**config.mk**
```make
export PLATFORM = sky130hd
export DESIGN_NAME = button_debounce_toggle_hold
export DESIGN_NICKNAME = d
export VERILOG_FILES = /design/src/rtl/core/bdt_pkg.sv /design/src/rtl/core/bdt_ram.sv /design/src/rtl/core/bdt_update.sv /design/src/rtl/core/bdt_out.sv /design/src/rtl/core/button_debounce_toggle_hold.sv
export SDC_FILE = /design/constraint.sdc
export NUM_CORES = 2
export LEC_CHECK = 0
export ABC_AREA = 1
export BUFFER_PORTS_ARGS = -buffer_cell sky130_fd_sc_hd__buf_2
export CORE_MARGIN = 2
export CORE_UTILIZATION = 50
export CTS_CLUSTER_SIZE = 28
export DETAILED_ROUTE_END_ITERATION = 10
export PLACE_DENSITY = 0.67
export RECOVER_POWER = 100
export SLEW_MARGIN = 20
export SYNTH_ARGS = -nofsm -noshare
export SYNTH_HDL_FRONTEND = slang
export SYNTH_SLANG_ARGS = --single-unit
export TNS_END_PERCENT = 5
```
**constraint.sdc**
```tcl
create_clock -name i_clk -period 61.9 [get_ports i_clk]
set_input_delay 18.57 -clock i_clk [delete_from_list [all_inputs] [get_ports i_clk]]
set_output_delay 18.57 -clock i_clk [all_outputs]
set_load 0.03 [all_outputs]
```
**src/rtl/core/bdt_pkg.sv**
```systemverilog
// Shared types and constants of the button debounce, toggle and hold block.
`default_nettype none

package bdt_pkg;

    localparam int BTN_W      = 3;
    localparam int CFG_IDX_W  = 3;
    localparam int CFG_DATA_W = 16;
    localparam int TIME_W     = 32;
    localparam int SECS_W     = 8;

    typedef enum logic [1:0] {
        MODE_IGNORE = 2'd0,
        MODE_DIRECT = 2'd1,
        MODE_TOGGLE = 2'd2,
        MODE_ANALOG = 2'd3
    } t_mode;

    localparam logic [CFG_IDX_W-1:0] REG_DEBOUNCE  = 3'd0;
    localparam logic [CFG_IDX_W-1:0] REG_HOLD_THR  = 3'd1;
    localparam logic [CFG_IDX_W-1:0] REG_IN_USE    = 3'd2;
    localparam logic [CFG_IDX_W-1:0] REG_MODES     = 3'd3;
    localparam logic [CFG_IDX_W-1:0] REG_HORN      = 3'd4;

    localparam logic [15:0] RST_DEBOUNCE = 16'd50;
    localparam logic [15:0] RST_HOLD_THR = 16'd1000;
    localparam logic [3:0]  RST_IN_USE   = 4'd8;
    localparam logic [15:0] RST_MODES    = 16'h5555;
    localparam logic [3:0]  RST_HORN     = 4'd8;

    // Whole seconds from milliseconds: (ms >> 3) / 125 as a reciprocal multiply.
    localparam int          SEC_PRE   = 3;
    localparam int          SEC_SHIFT = 36;
    localparam logic [29:0] SEC_RECIP = 30'd549755814;

    typedef struct packed {
        logic              raw;
        logic [TIME_W-1:0] raw_time;
        logic              deb;
        logic              lvl;
        logic              hold;
        logic [TIME_W-1:0] held_ms;
        logic [TIME_W-1:0] press_time;
    } t_entry;

    typedef struct packed {
        logic [BTN_W-1:0]  which_button;
        logic              processed;
        logic              logical_pressed;
        logic              hold_active;
        logic [TIME_W-1:0] held_ms;
        logic              horn_update;
        logic              horn_pressed;
    } t_result;

    typedef struct packed {
        logic [BTN_W-1:0]  which_button;
        logic              processed;
        logic              logical_pressed;
        logic              hold_active;
        logic [SECS_W-1:0] hold_seconds;
        logic              horn_update;
        logic              horn_pressed;
    } t_report;

endpackage

`default_nettype wire

```
**src/rtl/core/bdt_ram.sv**
```systemverilog
// Generic single-write, single-read RAM with registered read data.
`default_nettype none

module bdt_ram #(
    parameter int WIDTH = 8,
    parameter int DEPTH = 8,
    parameter int AW    = (DEPTH > 1) ? $clog2(DEPTH) : 1
) (
    input  wire logic             i_clk,
    input  wire logic             i_we,
    input  wire logic [AW-1:0]    i_waddr,
    input  wire logic [WIDTH-1:0] i_wdata,
    input  wire logic             i_re,
    input  wire logic [AW-1:0]    i_raddr,
    output logic      [WIDTH-1:0] o_rdata
);

    logic [WIDTH-1:0] r_mem [DEPTH];

    always_ff @(posedge i_clk) begin
        if (i_we) begin
            r_mem[i_waddr] <= i_wdata;
        end
        if (i_re) begin
            o_rdata <= r_mem[i_raddr];
        end
    end

endmodule

`default_nettype wire

```
**src/rtl/core/bdt_update.sv**
```systemverilog
// Next-state logic for one button entry: debounce, direct level, toggle and hold.
`default_nettype none

module bdt_update (
    input  wire bdt_pkg::t_entry i_cur,
    input  wire logic            i_pressed,
    input  wire logic [31:0]     i_now,
    input  wire bdt_pkg::t_mode  i_mode,
    input  wire logic [15:0]     i_debounce_ms,
    input  wire logic [15:0]     i_hold_thr_ms,
    output bdt_pkg::t_entry      o_nxt
);
    import bdt_pkg::*;

    logic              raw_chg;
    logic [TIME_W-1:0] raw_age;
    logic              deb_take;
    logic              deb_new;
    logic              rose;
    logic              fell;
    logic [TIME_W-1:0] held;
    logic              held_over;

    assign raw_chg   = i_pressed != i_cur.raw;
    assign raw_age   = raw_chg ? '0 : (i_now - i_cur.raw_time);
    assign deb_take  = (i_pressed != i_cur.deb) && (raw_age >= {16'b0, i_debounce_ms});
    assign deb_new   = deb_take ? i_pressed : i_cur.deb;
    assign rose      = deb_new & ~i_cur.deb;
    assign fell      = ~deb_new & i_cur.deb;
    assign held      = rose ? '0 : (i_now - i_cur.press_time);
    assign held_over = held >= {16'b0, i_hold_thr_ms};

    always_comb begin
        o_nxt = i_cur;
        if (i_mode == MODE_DIRECT || i_mode == MODE_TOGGLE) begin
            o_nxt.raw = i_pressed;
            if (raw_chg) begin
                o_nxt.raw_time = i_now;
            end
            o_nxt.deb = deb_new;
            if (i_mode == MODE_DIRECT) begin
                o_nxt.lvl = deb_new;
            end else begin
                if (rose) begin
                    o_nxt.lvl        = ~i_cur.lvl;
                    o_nxt.press_time = i_now;
                    o_nxt.hold       = 1'b0;
                    o_nxt.held_ms    = '0;
                end
                if (deb_new) begin
                    if (held_over) begin
                        o_nxt.hold    = 1'b1;
                        o_nxt.held_ms = held;
                    end
                end else if (fell) begin
                    o_nxt.hold    = 1'b0;
                    o_nxt.held_ms = '0;
                end
            end
        end
    end

endmodule

`default_nettype wire

```
**src/rtl/core/bdt_out.sv**
```systemverilog
// Result pipeline: hold-time register, seconds conversion and output register.
`default_nettype none

module bdt_out (
    input  wire logic             i_clk,
    input  wire logic             i_rst_n,
    input  wire logic             i_valid,
    output logic                  o_ready,
    input  wire bdt_pkg::t_result i_res,
    output logic                  o_valid,
    input  wire logic             i_ready,
    output bdt_pkg::t_report      o_res
);
    import bdt_pkg::*;

    logic                     r_s2_vld;
    t_result                  r_s2;
    logic                     r_out_vld;
    t_report                  r_out;
    logic                     s2_go;
    logic [SEC_SHIFT+22:0]    prod;
    t_report                  n_out;

    assign s2_go   = !r_out_vld || i_ready;
    assign o_ready = !r_s2_vld || s2_go;
    assign prod    = r_s2.held_ms[TIME_W-1:SEC_PRE] * SEC_RECIP;

    always_comb begin
        n_out.which_button    = r_s2.which_button;
        n_out.processed       = r_s2.processed;
        n_out.logical_pressed = r_s2.logical_pressed;
        n_out.hold_active     = r_s2.hold_active;
        n_out.hold_seconds    = prod[SEC_SHIFT+SECS_W-1:SEC_SHIFT];
        n_out.horn_update     = r_s2.horn_update;
        n_out.horn_pressed    = r_s2.horn_pressed;
    end

    always_ff @(posedge i_clk) begin
        if (!i_rst_n) begin
            r_s2_vld  <= 1'b0;
            r_out_vld <= 1'b0;
        end else begin
            if (o_ready) begin
                r_s2_vld <= i_valid;
            end
            if (s2_go) begin
                r_out_vld <= r_s2_vld;
            end
        end
        if (o_ready && i_valid) begin
            r_s2 <= i_res;
        end
        if (s2_go && r_s2_vld) begin
            r_out <= n_out;
        end
    end

    assign o_valid = r_out_vld;
    assign o_res   = r_out;

    a_s2_holds: assert property (@(posedge i_clk) disable iff (!i_rst_n)
        r_s2_vld && !s2_go |=> r_s2_vld && $stable(r_s2))
        else $error("stalled hold-time stage lost its request");

    a_s2_fill: assert property (@(posedge i_clk) disable iff (!i_rst_n)
        i_valid && o_ready |=> r_s2_vld)
        else $error("accepted request did not reach the hold-time stage");

    a_unproc_zero: assert property (@(posedge i_clk) disable iff (!i_rst_n)
        r_out_vld && !r_out.processed |->
        !r_out.horn_update && !r_out.logical_pressed && (r_out.hold_seconds == '0))
        else $error("skipped button reported nonzero state");

endmodule

`default_nettype wire

```
**src/rtl/core/button_debounce_toggle_hold.sv**
```systemverilog
// Top level of the button debounce, toggle and hold block.
// Takes one scan request per clock while the output is not stalled and returns one
// result per request, in order. The state RAM read is launched at the accepting edge.
// In the next cycle the read data is updated for debounce and toggle and written back
// as the update stage advances. The hold-time register then feeds the seconds multiply
// into the output register. Only a result waiting at the output stalls the input.
// Per-button state lives in a single RAM. The entry written in one cycle is forwarded
// to a read of the same button in the next. Per-entry valid bits make the state read
// as released at time zero after reset, so no clearing pass is needed.
`default_nettype none

module button_debounce_toggle_hold #(
    parameter int BUTTONS = 8
) (
    input  wire logic                                 i_clk,
    input  wire logic                                 i_rst_n,
    input  wire logic                                 i_cfg_we,
    input  wire logic [bdt_pkg::CFG_IDX_W-1:0]        i_cfg_index,
    input  wire logic [bdt_pkg::CFG_DATA_W-1:0]       i_cfg_data,
    input  wire logic                                 i_valid,
    output logic                                      o_ready,
    input  wire logic [bdt_pkg::BTN_W-1:0]            i_button_index,
    input  wire logic                                 i_pin_level,
    input  wire logic [bdt_pkg::TIME_W-1:0]           i_now_ms,
    output logic                                      o_valid,
    input  wire logic                                 i_ready,
    output logic [bdt_pkg::BTN_W-1:0]                 o_which_button,
    output logic                                      o_processed,
    output logic                                      o_logical_pressed,
    output logic                                      o_hold_active,
    output logic [bdt_pkg::SECS_W-1:0]                o_hold_seconds,
    output logic                                      o_horn_update,
    output logic                                      o_horn_pressed
);
    import bdt_pkg::*;

    localparam int          AW        = (BUTTONS > 1) ? $clog2(BUTTONS) : 1;
    localparam logic [5:0]  BTN_LIMIT = 6'(BUTTONS);

    logic [15:0]         r_debounce_ms;
    logic [15:0]         r_hold_thr_ms;
    logic [3:0]          r_in_use;
    logic [15:0]         r_modes;
    logic [3:0]          r_horn;

    logic [BUTTONS-1:0]  r_valid;
    logic                r_fwd_vld;
    logic [AW-1:0]       r_fwd_addr;
    t_entry              r_fwd_data;

    logic                r_s1_vld;
    logic [BTN_W-1:0]    r_s1_idx;
    logic                r_s1_pressed;
    logic [TIME_W-1:0]   r_s1_now;
    logic                r_s1_ent_vld;

    logic                in_acc;
    logic                s1_go;
    logic                out_ready;
    logic [AW+BTN_W-1:0] in_ext;
    logic [AW-1:0]       in_addr;
    logic                in_range;
    logic [AW+BTN_W-1:0] s1_ext;
    logic [AW-1:0]       s1_addr;
    logic                s1_in_range;
    t_mode               s1_mode;
    logic                s1_proc;
    logic                ram_we;
    logic [$bits(t_entry)-1:0] ram_rdata;
    t_entry              cur;
    t_entry              nxt;
    t_result             s1_res;
    t_report             rep;

    assign in_ext   = {{AW{1'b0}}, i_button_index};
    assign in_addr  = in_ext[AW-1:0];
    assign in_range = {3'b0, i_button_index} < BTN_LIMIT;
    assign s1_ext   = {{AW{1'b0}}, r_s1_idx};
    assign s1_addr  = s1_ext[AW-1:0];
    assign s1_in_range = {3'b0, r_s1_idx} < BTN_LIMIT;

    assign s1_go   = !r_s1_vld || out_ready;
    assign o_ready = s1_go;
    assign in_acc  = i_valid && o_ready;

    always_ff @(posedge i_clk) begin
        if (!i_rst_n) begin
            r_debounce_ms <= RST_DEBOUNCE;
            r_hold_thr_ms <= RST_HOLD_THR;
            r_in_use      <= RST_IN_USE;
            r_modes       <= RST_MODES;
            r_horn        <= RST_HORN;
        end else if (i_cfg_we) begin
            unique case (i_cfg_index)
                REG_DEBOUNCE: r_debounce_ms <= i_cfg_data;
                REG_HOLD_THR: r_hold_thr_ms <= i_cfg_data;
                REG_IN_USE:   r_in_use      <= i_cfg_data[3:0];
                REG_MODES:    r_modes       <= i_cfg_data;
                REG_HORN:     r_horn        <= i_cfg_data[3:0];
                default: begin
                end
            endcase
        end
    end

    bdt_ram #(
        .WIDTH ($bits(t_entry)),
        .DEPTH (BUTTONS),
        .AW    (AW)
    ) u_ram (
        .i_clk   (i_clk),
        .i_we    (ram_we),
        .i_waddr (s1_addr),
        .i_wdata (nxt),
        .i_re    (in_acc),
        .i_raddr (in_addr),
        .o_rdata (ram_rdata)
    );

    always_comb begin
        if (r_fwd_vld && (r_fwd_addr == s1_addr)) begin
            cur = r_fwd_data;
        end else if (r_s1_ent_vld) begin
            cur = t_entry'(ram_rdata);
        end else begin
            cur = '0;
        end
    end

    assign s1_mode = t_mode'(r_modes[{r_s1_idx, 1'b0} +: 2]);
    assign s1_proc = s1_in_range && ({1'b0, r_s1_idx} < r_in_use) && (s1_mode != MODE_IGNORE);

    bdt_update u_update (
        .i_cur         (cur),
        .i_pressed     (~r_s1_pressed),
        .i_now         (r_s1_now),
        .i_mode        (s1_mode),
        .i_debounce_ms (r_debounce_ms),
        .i_hold_thr_ms (r_hold_thr_ms),
        .o_nxt         (nxt)
    );

    assign ram_we = r_s1_vld && s1_go && s1_proc;

    always_comb begin
        s1_res.which_button    = r_s1_idx;
        s1_res.processed       = s1_proc;
        s1_res.logical_pressed = s1_proc & nxt.lvl;
        s1_res.hold_active     = s1_proc & nxt.hold;
        s1_res.held_ms         = s1_proc ? nxt.held_ms : '0;
        s1_res.horn_update     = s1_proc && ({1'b0, r_s1_idx} == r_horn);
        s1_res.horn_pressed    = s1_proc && ({1'b0, r_s1_idx} == r_horn) && nxt.lvl;
    end

    always_ff @(posedge i_clk) begin
        if (!i_rst_n) begin
            r_s1_vld  <= 1'b0;
            r_valid   <= '0;
            r_fwd_vld <= 1'b0;
        end else begin
            if (s1_go) begin
                r_s1_vld <= i_valid;
            end
            if (ram_we) begin
                r_valid[s1_addr] <= 1'b1;
                r_fwd_vld        <= 1'b1;
            end
        end
        if (in_acc) begin
            r_s1_idx     <= i_button_index;
            r_s1_pressed <= i_pin_level;
            r_s1_now     <= i_now_ms;
            r_s1_ent_vld <= in_range && r_valid[in_addr];
        end
        if (ram_we) begin
            r_fwd_addr <= s1_addr;
            r_fwd_data <= nxt;
        end
    end

    bdt_out u_out (
        .i_clk   (i_clk),
        .i_rst_n (i_rst_n),
        .i_valid (r_s1_vld),
        .o_ready (out_ready),
        .i_res   (s1_res),
        .o_valid (o_valid),
        .i_ready (i_ready),
        .o_res   (rep)
    );

    assign o_which_button    = rep.which_button;
    assign o_processed       = rep.processed;
    assign o_logical_pressed = rep.logical_pressed;
    assign o_hold_active     = rep.hold_active;
    assign o_hold_seconds    = rep.hold_seconds;
    assign o_horn_update     = rep.horn_update;
    assign o_horn_pressed    = rep.horn_pressed;

    a_fwd_tracks_write: assert property (@(posedge i_clk) disable iff (!i_rst_n)
        ram_we |=> r_fwd_vld && (r_fwd_addr == $past(s1_addr)))
        else $error("forwarding register missed a state write");

    a_s1_stall_holds: assert property (@(posedge i_clk) disable iff (!i_rst_n)
        r_s1_vld && !s1_go |=> r_s1_vld && $stable(r_s1_idx) && $stable(r_s1_now))
        else $error("stalled update stage changed its request");

    a_accept_fills_s1: assert property (@(posedge i_clk) disable iff (!i_rst_n)
        in_acc |=> r_s1_vld)
        else $error("accepted request did not enter the update stage");

endmodule

`default_nettype wire

```
# [After elaboration in Yosys (flattened, before gate mapping)]
# Memories as Yosys holds them, arrays and structs flattened. A register that Yosys moved wholly into a read port is not among the register bits.
# Cells that the tools add are included.
[classes] addsub=2 n_mul=1 n_lt_le_gt_ge=6 eq_ne=10 shift=1 muxes=19 bitwise=9 reduce_logical=25
[op_table] operator="100-bit two-way mux" count=3
[op_table] operator="33-bit two-way mux" count=3
[op_table] operator="32-bit two-way mux" count=3
[op_table] operator="66-bit two-way mux" count=1
[op_table] operator="65-bit two-way mux" count=1
[op_table] operator="32-bit by 16-bit >= comparator with 1-bit output" count=2
[op_table] operator="32-bit subtractor" count=2
[op_table] operator="29-bit by 29-bit multiplier with 43-bit output (second input constant)" count=1
[op_table] operator="16-bit by 5-bit variable part select with 2-bit output" count=1
[op_table] operator="1-bit logical AND" count=11
[op_table] operator="2-bit AND reduction" count=5
[op_table] operator="3-bit by 4-bit less-than comparator with 1-bit output (second input constant)" count=2
[op_table] operator="8-bit bitwise OR" count=1
[op_table] operator="3-bit by 2-bit == test with 1-bit output (second input constant)" count=2
[op_table] operator="1-bit two-way mux" count=6
[op_table] operator="1-bit AND" count=4
[op_table] operator="3-bit by 4-bit == test with 1-bit output" count=1
[op_table] operator="1-bit logical OR" count=4
[op_table] operator="3-bit by 4-bit less-than comparator with 1-bit output" count=1
[op_table] operator="1-bit NOT" count=4
[op_table] operator="1-bit binary-select mux with 3-bit select" count=1
[op_table] operator="1-bit demux with 3-bit select" count=1
[op_table] operator="3-bit by 1-bit == test with 1-bit output (second input constant)" count=1
[op_table] operator="3-bit == test" count=1
[op_table] operator="other kinds (8)" count=11
[word_totals] regBits=264 ram_bits=800 in_bits=60 memories=1
[memory_table] name="u_ram.r_mem" words=8 width=100 read_ports=1 rd_clocked_by_memory_dff=1 wr=1 line_no="bdt_ram.sv:18" source="logic [WIDTH-1:0] r_mem [DEPTH];"

# [Logic depth before layout (Yosys ltp)]
[depth] word_depth=16 ltp_mapped=64 mapped_depth_nobuf=55

# [Modules after synthesis]
# From an unflattened synthesis, not the netlist that was laid out.
[hier_totals] cells_unflattened=7560 hier_area_um2=68555.8
[by_module_without_submodules] module="bdt_ram" instances=1 cells_per_inst=3574 area_each_um2=38145.3 seq_area_each_um2=27025.9
[by_module_without_submodules] module="bdt_out" instances=1 cells_per_inst=1476 area_each_um2=13753.2 seq_area_each_um2=1631.6
[by_module_without_submodules] module="button_debounce_toggle_hold" instances=1 cells_per_inst=937 area_each_um2=9082.5 seq_area_each_um2=5525.3
[by_module_without_submodules] module="bdt_update" instances=1 cells_per_inst=1573 area_each_um2=7574.8 seq_area_each_um2=0.0

# [Worst setup path before layout]
# OpenSTA, ideal clock, no wires.
[synth_path] path_kind="in2out" startpoint="input i_ready" endpoint="output o_ready" arrival_time_ns=19.013 required_time_ns=43.330 path_slack_ns=24.317 path_stages=4 n_path_buf=0 cell_sequence="inv_1 nand2_1 nor2_1 nand2_1"
[synth_between] elab_chain_len=3
[synth_lines] element="start: declaration" line_no="button_debounce_toggle_hold.sv:26" source="input wire logic i_ready,"
[synth_lines] element="1-bit logical OR" line_no="bdt_out.sv:24" source="assign s2_go = !r_out_vld || i_ready;"
[synth_lines] element="1-bit logical OR" line_no="bdt_out.sv:25" source="assign o_ready = !r_s2_vld || s2_go;"
[synth_lines] element="1-bit logical OR" line_no="button_debounce_toggle_hold.sv:82" source="assign s1_go = !r_s1_vld || out_ready;"
[synth_lines] element="end: declaration" line_no="button_debounce_toggle_hold.sv:21" source="output logic o_ready,"
# Every way passes these cells.

# [Worst setup path after layout]
# Same ends and word-level chain as after synthesis.

==> results.ini <==
[outcome]
outcome = complete, but fails checks
violations = capacitance limit, slew limit

[place]
port_buffers = 77
place_inst = 7233
hpwl_um = 97780
place_ws_ns = 24.07
place_congestion = 0.9199

[clocking]
cts_sinks = 1131
cts_hold_buf = 0
postCtsSetupBuffers = 0
cts_resized = 0
h-tree-depth = 3
cts.clk_slew.worst_paths_ns = 0.06
cts_buffers = 109
clock_latency_ns = 0.73
cts_tree = yes
clock_path_buffers = 3
root_buffer = clkbuf_16

[global_route]
grt_antenna_before_repair = 1
grt_use_total = 0.2527
globalRouteOverflowTotal = 0
grt_pass1_wl_um = 242500
grt_pass1_vias = 40310
grt_start_max_net_pins = 213

[layout]
drive_above_1_share = 0.04622
syn2layout_area_growth_pct = 8.617
final_cell_mix = 1,063 x edfxtp_1, 922 x nor2_1, 697 x nand2_1
instances_no_fill = 7432
n_antenna_cell = 0
final_nets = 6412
fillers = 10220
final_common_cell = edfxtp_1

[worst_setup_path]
slowest_stage = clkbuf_1
end_kind = primary output
cp_data_arrival_time_ns = 19.29
r2r-start = r_s1_idx[0]
required_ns = 43.33
worstSetupStartpointType = input port
reg2reg_depth = 17
path_cells = buf_2 > inv_1 > nand2_1 > nor2_1 > nand2_1 > clkbuf_1
critPathKind = in2out
cpMostUsedCell = nand2_1
slowest_delay_ns = 0.22
timing.rr.end = u_ram.r_mem[1][87]
ff2ff_setup_slack_ns = 43.75
worstPathMaxFanout = 3

[synthesis]
yosysWarnings = 0
synthDistinctLibCells = 59
avgSynthCellArea_um2 = 10.57
synth_edf_count = 1063
ys_seq_area_frac = 0.5497
synthArstFlopShare = 0
synth-main-ff-cell = edfxtp_1
syn-num-nets = 6408
ys_ff_latch = 1131
syn_area_mm2 = 0.06055
synth_cells = 5728

[sta]
rsz0062_at_grt = false
clock-skew-final_ns = 0.04061
tns_ns = 0
setup_violations = 0
fin_crit_ns = 37.86
drv_slew = 1788
fmax_ghz = 0.02642
hold_violations = 0
worst_pin_slew_ns = 8.374
fin_crit_sh = 0.6116
fin_ws_ns = 24.04
relSlewSlack = -4.582

[detailed_routing]
vias = 42080
drt_wl_total_um = 157700
firstDrtPassIters = 8
vias_per_cell = 5.662
drc_errors = 0
wl_per_cell_um = 21.22
drt-initial-drc-count = 4560
drtAntennaViolNets = 0

[pwr]
total_power_w = 0.003495
pwr_density_cell_mw_per_mm2 = 53.14
ir_drop_mv = 0.1347
p_leak_nw = 26.16

[floorplan]
core_mm2 = 0.1200
dieHeight_um = 352.0
num_rows = 127
initial_utilization = 0.5047
fp.dieW_um = 352.0
die-area_mm2 = 0.1239
ios = 78

[hold_path]
min_path_type = reg2reg
hold_start = u_out.n_out[11]
whs_endpoint = u_out.o_res[11]
whs_path_depth = 0

[job]
cap_viol_max_count = 37

[worst max-delay path: cells and delay by family]
family / cells / cell delay, ns
and+or+nand+nor: 3 / 0.31
buffers and inverters: 3 / 0.39
[power by group]
group          switching (W)  leakage, nW  internal [W]
Clock               0.000287         1.65      0.000358
Combinational        0.00124         14.1      0.000674
Sequential         0.0000167         10.4      0.000923
Total                0.00154         26.2       0.00195
[cell usage after synthesis (4+ instances only)]
library cell     n  area share
ha_1           371       0.077
o21ai_0        537       0.044
nand2_1        697       0.043
o31ai_1          4     0.00050
xor2_1          33      0.0048
nor2_2           4     0.00041
fa_1           249       0.082
nor4_1           9     0.00093
a211oi_1         4     0.00050
buf_1           13     0.00081
clkbuf_1       211       0.013
xnor2_1         20      0.0029
inv_1          661       0.041
nand3b_1         6     0.00074
o41ai_1          4     0.00058
o21bai_1         7     0.00087
a21o_1          11      0.0014
a21oi_1        212       0.018
o22ai_1        102       0.011
buf_4            5     0.00062
a31oi_1        102       0.011
nor3_1          23      0.0019
edfxtp_1      1063        0.53
nand3_2          8      0.0013
o21ai_1          8     0.00066
nor2_1         924       0.057
a21boi_0         5     0.00062
nand3_1        261       0.022
o21a_1           8     0.00099
inv_2           10     0.00062
buf_6            4     0.00074
nand4_1         20      0.0021
buf_2           13      0.0011
dfxtp_1         68       0.022
o211ai_1        15      0.0019
a221oi_1         4     0.00058
[stage by stage]
step / hold slack [ns] / utilization / instance area, um2
6_report: 0.4182 / 0.5482 / 65770
5_1_grt: 0.4240 / 0.5482 / 65770
3_5_place_dp: 0.4054 / 0.5218 / 62600
2_1_floorplan: 0.4003 / - / 60550
4_1_cts: 0.4201 / 0.5504 / 66030
3_3_place_gp: 0.4019 / 0.5218 / 62600
[routing by layer]
metal | GRT usage | share of wire
met5 | 0 | 0
met3 | 0.03316 | 0.083
met4 | 0.05631 | 0.020
met1 | 0.3781 | 0.44
met2 | 0.3939 | 0.45
[state kept, by name, summed over array words and instances (netlist names), 3 cells and up]
signal,count
r_fwd_addr,3
u_out.r_s2,29
r_modes,16
r_in_use,4
u_out.o_res,16
r_debounce_ms,16
r_s1_now,32
u_out.n_out,8
r_horn,4
r_s1_idx,3
r_hold_thr_ms,16
u_ram.o_rdata,97
r_fwd_data,97
r_valid,8
u_ram.r_mem,776
[kinds of logic (layout without fill, tap and decap cells)]
family          count (synthesis)  count (layout)  synth area share
fa+ha+maj                     620             620            0.1590
compound gates               1040            1040           0.09402
flops                        1131            1131            0.5497
simple gates                 1966            1966            0.1317
buf+inv                       918            1010           0.05798
xor+xnor                       53              53          0.007667
[area by class of cell]
type / count / area, um2 / share of cell area
sequential: 1131 / 33280 / 0.5061
multi-input combinational: 3679 / 23750 / 0.3612
clock buffer: 145 / 2883 / 0.04383
inverter: 672 / 2542 / 0.03866
tap: 1612 / 2017 / 0.03067
timing repair buffer: 139 / 742.0 / 0.01128
clock inverter: 54 / 548.0 / 0.008333
[how the worst max path moves through the flow]
stage                  from  endpoint  slack [ns]
finish              i_ready   o_ready       24.04
global route        i_ready   o_ready       23.97
CTS                 i_ready   o_ready       24.07
detailed placement  i_ready   o_ready       24.07
global placement    i_ready   o_ready       24.04
floorplan           i_ready   o_ready       24.32
Note: power is estimated with default switching activity, not from simulation.
